`src/rtl/spd_pkg.sv`:
```
// ---------------------------------------------------------------------------
// spd_pkg
// types and constants of the serial packet deframer
// ---------------------------------------------------------------------------
package spd_pkg;

  localparam logic [7:0] HDR_BYTE = 8'h41;
  localparam int         KIND_POS = 4;
  localparam logic [3:0] SEL_MASK = 4'hf;

  localparam logic [1:0] OP_RX      = 2'd0;
  localparam logic [1:0] OP_TIMEOUT = 2'd1;
  localparam logic [1:0] OP_READ    = 2'd2;

  localparam logic [1:0] EV_INSTR = 2'd0;
  localparam logic [1:0] EV_TEXT  = 2'd1;
  localparam logic [1:0] EV_READ  = 2'd2;

  typedef enum logic [1:0] {
    PH_HUNT = 2'd0,
    PH_ATTR = 2'd1,
    PH_LEN  = 2'd2,
    PH_DATA = 2'd3
  } phase_t;

  typedef struct packed {
    logic [1:0] op;
    logic [7:0] rx_byte;
    logic [3:0] read_buffer;
    logic [7:0] read_index;
  } in_item_t;

  typedef struct packed {
    logic [1:0] event_kind;
    logic [3:0] buffer_id;
    logic [7:0] payload_length;
    logic [7:0] read_data;
  } out_item_t;

  // store access of one beat
  typedef struct packed {
    logic       we;
    logic       re;
    logic [7:0] wdata;
  } mem_ctl_t;

  // result descriptor produced by the framer, read data joins later
  typedef struct packed {
    logic       valid;
    logic [1:0] kind;
    logic [3:0] buf_id;
    logic [7:0] len;
    logic       rd_ok;
  } res_t;

endpackage

```
`src/rtl/spd_framer.sv`:
```
// ---------------------------------------------------------------------------
// spd_framer
// header hunt state machine, packet bookkeeping and store access requests
// ---------------------------------------------------------------------------
module spd_framer import spd_pkg::*; #(
  parameter int NUM_BUFFERS  = 16,
  parameter int BUFFER_DEPTH = 256,
  parameter int ADDR_W       = 12
) (
  input  logic              clk,
  input  logic              rst_n,
  input  logic              accept,
  input  in_item_t          in_item,
  input  logic              cfg_we,
  input  logic [8:0]        cfg_wdata,
  output mem_ctl_t          mem_ctl,
  output logic [ADDR_W-1:0] mem_addr,
  output res_t              res
);

  phase_t     phase_r, phase_nxt;
  logic       text_r, text_nxt;
  logic [3:0] tgt_r, tgt_nxt;
  logic [7:0] exp_len_r, exp_len_nxt;
  logic [8:0] wcnt_r, wcnt_nxt;
  logic [8:0] bsize_r;
  logic [8:0] limit;
  logic [8:0] wcnt_inc;
  logic       rd_ok;

  always_ff @(posedge clk) begin
    if (!rst_n) begin
      phase_r   <= PH_HUNT;
      text_r    <= 1'b0;
      tgt_r     <= '0;
      exp_len_r <= '0;
      wcnt_r    <= '0;
      bsize_r   <= 9'd256;
    end else begin
      phase_r   <= phase_nxt;
      text_r    <= text_nxt;
      tgt_r     <= tgt_nxt;
      exp_len_r <= exp_len_nxt;
      wcnt_r    <= wcnt_nxt;
      if (cfg_we) begin
        bsize_r <= cfg_wdata;
      end
    end
  end

  assign limit    = (bsize_r < 9'(BUFFER_DEPTH)) ? bsize_r : 9'(BUFFER_DEPTH);
  assign wcnt_inc = wcnt_r + 9'd1;
  assign rd_ok    = ({1'b0, in_item.read_buffer} < 5'(NUM_BUFFERS)) &&
                    ({1'b0, in_item.read_index} < 9'(BUFFER_DEPTH));

  always_comb begin
    phase_nxt     = phase_r;
    text_nxt      = text_r;
    tgt_nxt       = tgt_r;
    exp_len_nxt   = exp_len_r;
    wcnt_nxt      = wcnt_r;
    mem_ctl.we    = 1'b0;
    mem_ctl.re    = 1'b0;
    mem_ctl.wdata = in_item.rx_byte;
    mem_addr      = ADDR_W'(tgt_r) * ADDR_W'(BUFFER_DEPTH) + ADDR_W'(wcnt_r);
    res.valid     = 1'b0;
    res.kind      = {1'b0, text_r};
    res.buf_id    = tgt_r;
    res.len       = exp_len_r;
    res.rd_ok     = 1'b0;
    if (accept) begin
      case (in_item.op)
        OP_TIMEOUT: begin
          phase_nxt = PH_HUNT;
        end
        OP_READ: begin
          mem_ctl.re = rd_ok;
          mem_addr   = ADDR_W'(in_item.read_buffer) * ADDR_W'(BUFFER_DEPTH) +
                       ADDR_W'(in_item.read_index);
          res.valid  = 1'b1;
          res.kind   = EV_READ;
          res.buf_id = in_item.read_buffer;
          res.len    = '0;
          res.rd_ok  = rd_ok;
        end
        OP_RX: begin
          case (phase_r)
            PH_HUNT: begin
              if (in_item.rx_byte == HDR_BYTE) begin
                phase_nxt = PH_ATTR;
              end
            end
            PH_ATTR: begin
              text_nxt  = in_item.rx_byte[KIND_POS];
              tgt_nxt   = in_item.rx_byte[3:0] & SEL_MASK;
              wcnt_nxt  = '0;
              phase_nxt = PH_LEN;
            end
            PH_LEN: begin
              exp_len_nxt = in_item.rx_byte;
              phase_nxt   = PH_DATA;
            end
            PH_DATA: begin
              mem_ctl.we = ({1'b0, tgt_r} < 5'(NUM_BUFFERS)) &&
                           (wcnt_r < 9'(BUFFER_DEPTH));
              wcnt_nxt   = wcnt_inc;
              // buffer limit wins over a matching length
              if (wcnt_inc >= limit) begin
                phase_nxt = PH_HUNT;
              end else if (wcnt_inc == {1'b0, exp_len_r}) begin
                phase_nxt = PH_HUNT;
                res.valid = 1'b1;
              end
            end
            default: begin
              phase_nxt = PH_HUNT;
            end
          endcase
        end
        default: begin
        end
      endcase
    end
  end

endmodule

```
`config.mk`:
```
export PLATFORM = sky130hd
export DESIGN_NAME = spd_framer
export DESIGN_NICKNAME = d
export VERILOG_FILES = /design/src/rtl/spd_pkg.sv /design/src/rtl/spd_framer.sv
export SDC_FILE = /design/constraint.sdc
export NUM_CORES = 1
export LEC_CHECK = 0
export BUFFER_PORTS_ARGS = -buffer_cell sky130_fd_sc_hd__buf_2
export CORE_MARGIN = 3
export CORE_UTILIZATION = 47
export CTS_CLUSTER_SIZE = 16
export DETAILED_ROUTE_END_ITERATION = 16
export PLACE_DENSITY = 0.74
export SLEW_MARGIN = 30
export SYNTH_ARGS = -nofsm -noshare
export SYNTH_HDL_FRONTEND = slang
export SYNTH_SLANG_ARGS = --single-unit
```
`constraint.sdc`:
```
create_clock -name clk -period 3.5 [get_ports clk]
set_clock_uncertainty 0.1 [all_clocks]
set_input_delay 1.05 -clock clk [delete_from_list [all_inputs] [get_ports clk]]
set_output_delay 1.05 -clock clk [all_outputs]
set_load 0.005 [all_outputs]
```
==> impl_results.md <==
- H-tree levels: 2
- Area Growth Syn to Fin: 35.5%
- Main combinational cell family by area after synthesis: simple AND/OR/NAND/NOR gates
- Maximum VDD drop: approximately 0.19 mV
- Slowest-stage cell, CP: dfxtp_4
- Fillers: approximately 410
- CTS buffer count: 5
- EDFF count, synth: 0
- Die area: approximately 6000 sq um
- Worst Setup SP: wcnt_r[0]
- Sequential area share after synthesis: 27.4%
- Switching share of power: between 20% and 30%
- Gr usage total: about a fifth
- Crit path to: res[15]
- Critical path depth: 12
- Clock root cell: clkbuf_8
- RR Endpoint: phase_r[1]
- Final period util: 105%
- First-pass GRT wire length: about 10 mm
- Clock buffer depth: 2
- Via-per-instance ratio: 5.07
- DR pass1 iterations: 4
- Register area: ~680 sq um
- CTS tree: built
- DP HPWL: roughly 4.5 mm
- Critical path, cell by cell: buf_6 > and3_4 > nand3_4 > xnor2_2 > ha_1 > a21o_1 > a21oi_2 > nor2_2 > a2111oi_4 > a21oi_1 > nor2_1 > buf_2
- Initial DRC count: roughly 160
- Clk slew on worst S/H paths: 0.07 ns
- Area of the multi-input gates: around 1700 sq um
- Simple-gate share of the synthesized area: a little under a third
- Launching point of the worst reg2reg path: wcnt_r[4]
- Final Max Slew Viols: 0
- Slew HR: 67.0%
- XOR/XNOR share of the synthesized area: between 7 and 8%
- Synth Area in Adders: just under 9%
- Register share of total power: between 50% and 60%
- CP top delay family: compound AO/OA/AOI/OAI gates
- Worst setup margin: -0.184 ns
- Placed cell count: 446
- Ant. Diodes: 0
- Layout cells sized above 1: between 30 and 40%
- I/O pins: 73
- Finished Layout Cells: between 400 and 500
- Fmax: 271 MHz
- Crit Path Category: reg -> out
- MaxCap Viol Count: 0
- Top cell type's share of synthesized area: 27.4%
- Worst reg2reg setup slack: 0.64 ns
- Worst-Skew Late Latency: 0.28 ns
- Fraction of registers with async set/reset: 0%
- Pleak: around 0.0016 uW
- Synth unique cells: 49
- Commonest cells post-synth: 76 x nand2_1, 33 x dfxtp_1, 21 x nor2b_1, 17 x ha_1
- Final wirelength: roughly 6.1 mm
- Setup Viol. Count Final: 1
- Clock sink count: 33
- Critical Path Max Stage Delay: 0.38 ns
- Largest area contributor in the netlist: dfxtp_1
- Int Pwr: 580 uW
- Crit Path Max Fanout: 3
- PortBufs: 72
- Seq cells post-synth: 33
- Worst Hold Class: reg -> reg
- Core area: about 4800 sq um
- Top_reg_cell synth: dfxtp_1
- Failing checks: setup timing
- Min-Delay Path Depth: 2
- NumNets Final: 450
- Mux contribution to synthesized area: 5.40%
- Minimum clock period: roughly 3.7 ns
- Vias in the first global route: between 2000 and 2500
- Final hold vios: 0
- FF-to-FF path depth: 14
- Syn_nets: 354
- Post-place setup slack: -0.176 ns
- Worst-margin pin slew: around 0.49 ns
- Combinational Power Share: 11.6%
- Die width: roughly 78 um
- Synth Cell Area: between 2000 and 2500 sq um
- Largest net degree at the start of global routing: 35
- Net Sw Power: ~180 uW
- Overall power: 761 uW
- Status: finished with violations
- Via count: 2359
- WP buf/inv: 2
- Power density cells: about 230 nW/um^2
- Row cnt: 25
- Die Height: 77.6 um
- Grt ovf: 0
- Startpoint types: flop
- Synthesized area per cell: 7.98 sq um
- Setup crit end kind: primary output
- Data arrival time of the worst path: approximately 2.5 ns
- RSZ-0062 raised after global routing: true
- Most frequent cell after synthesis: nand2_1
- Final Util: 67.4%
- DR WL/cell: 13.2 um
- Initial core utilization: between 40% and 50%
- Clock power frac: roughly two fifths
- Synth Area in Compound Gates: 12.6%
- CP Data Required Time: roughly 2.4 ns
- Initial antenna violation count: 0
- DRT antenna net count: 0
- Synth warnings: 0
- DRC Markers: 0
- Syn Inst Count: ~300
- Placer Congestion: ~0.9
- Area contributors post-synth: dfxtp_1 27%, nand2_1 12%, ha_1 8.8%
## layer usage
metal / track usage (%) / up-vias / routed length [um]
met5: 0 / - / 0
met4: 5.34 / 0 / 68
met3: 3.48 / 9 / 315
met2: 34.8 / 65 / 2970
met1: 26.2 / 1098 / 2800
li1: - / 1187 / -
## worst min-delay path: cells and delay by family, from the launching register on
kind / cells / cell delay (ns)
simple gates: 1 / 0.05
compound gates: 1 / 0.07
flops: 1 / 0.33
## power by group through the flow
stage                     Combinational (uW)  Clock [uW]  Sequential, uW
after floorplan                         47.2           0             392
after global placement                  82.7           0             393
after detailed placement                84.8           0             393
after CTS                               87.5         296             383
after global routing                    98.6         310             382
final                                   88.0         291             382
## what timing repair did
item | 4_1_cts | 5_1_grt
hold buffers | 0 | 0
pin swaps | 15 | 12
endpoints found under the setup margin | 1 | 9
setup buffers | 9 | 4
resized for setup | 25 | 8
## final cells by class
class,count,area share (%)
Clock buffer,7,2.64
Multi-Input combinational cell,236,51.7
Sequential cell,33,20.8
Tap cell,67,2.57
Inverter,7,0.804
Timing Repair Buffer,115,21.5
## cells in the final DEF, fill, tap and decap left out, types with 2 or more instances in the layout
| cell type | count |
|---|---|
| nand3_1 | 2 |
| nor3_1 | 7 |
| buf_2 | 72 |
| a2111oi_4 | 2 |
| ha_1 | 15 |
| nor2_4 | 2 |
| and3_1 | 2 |
| buf_6 | 5 |
| a21o_1 | 3 |
| nand4_1 | 2 |
| buf_4 | 38 |
| o22ai_1 | 2 |
| nand2_1 | 76 |
| o21ai_0 | 9 |
| dfxtp_4 | 4 |
| xnor2_1 | 6 |
| nor2b_1 | 21 |
| inv_1 | 6 |
| clkbuf_8 | 6 |
| dfxtp_1 | 26 |
| a21oi_2 | 2 |
| xor2_1 | 5 |
| nand3_4 | 2 |
| dfxtp_2 | 3 |
| a21oi_1 | 7 |
| xor2_2 | 2 |
| nor2_1 | 3 |
| mux2i_1 | 13 |
| a21boi_0 | 10 |
| and2_1 | 13 |
| a21o_2 | 3 |
| and3_4 | 2 |
## per-stage QoR
stage / TNS, ns / area, sq um / hold WS, ns
final: -0.184 / 3270 / 0.398
after global routing: -0.285 / 3270 / 0.429
after CTS: -0.240 / 3210 / 0.400
after detailed placement: -0.176 / 2950 / 0.390
after global placement: -0.147 / 2950 / 0.387
after floorplan: 0 / 2440 / 0.364
## worst min-delay path by stage
| stage | start | end | slack, ns |
|---|---|---|---|
| 6_report | exp_len_r[2] | exp_len_r[2] | 0.40 |
| 3_5_place_dp | wcnt_r[1] | wcnt_r[1] | 0.39 |
| 2_1_floorplan | exp_len_r[1] | exp_len_r[1] | 0.36 |
| 5_1_grt | exp_len_r[1] | exp_len_r[1] | 0.43 |
| 3_3_place_gp | wcnt_r[1] | wcnt_r[1] | 0.39 |
| 4_1_cts | exp_len_r[2] | exp_len_r[2] | 0.40 |
## registers in the layout, indices dropped and copies added, names as in the netlist
| name | cells |
|---|---|
| tgt_r | 4 |
| exp_len_r | 8 |
| text_r | 1 |
| wcnt_r | 9 |
| bsize_r | 9 |
| phase_r | 2 |
## logic make-up (layout without fill, tap and decap cells)
family / Yosys count / after routing
flip-flops: 33 / 33
AO/OA/AOI/OAI: 43 / 43
adder cells (fa/ha/maj): 17 / 17
multiplexers: 13 / 13
AND/OR/NAND/NOR: 147 / 147
XOR/XNOR: 16 / 16
buffers and inverters: 33 / 129
Note: power is estimated with default switching activity, not from simulation.
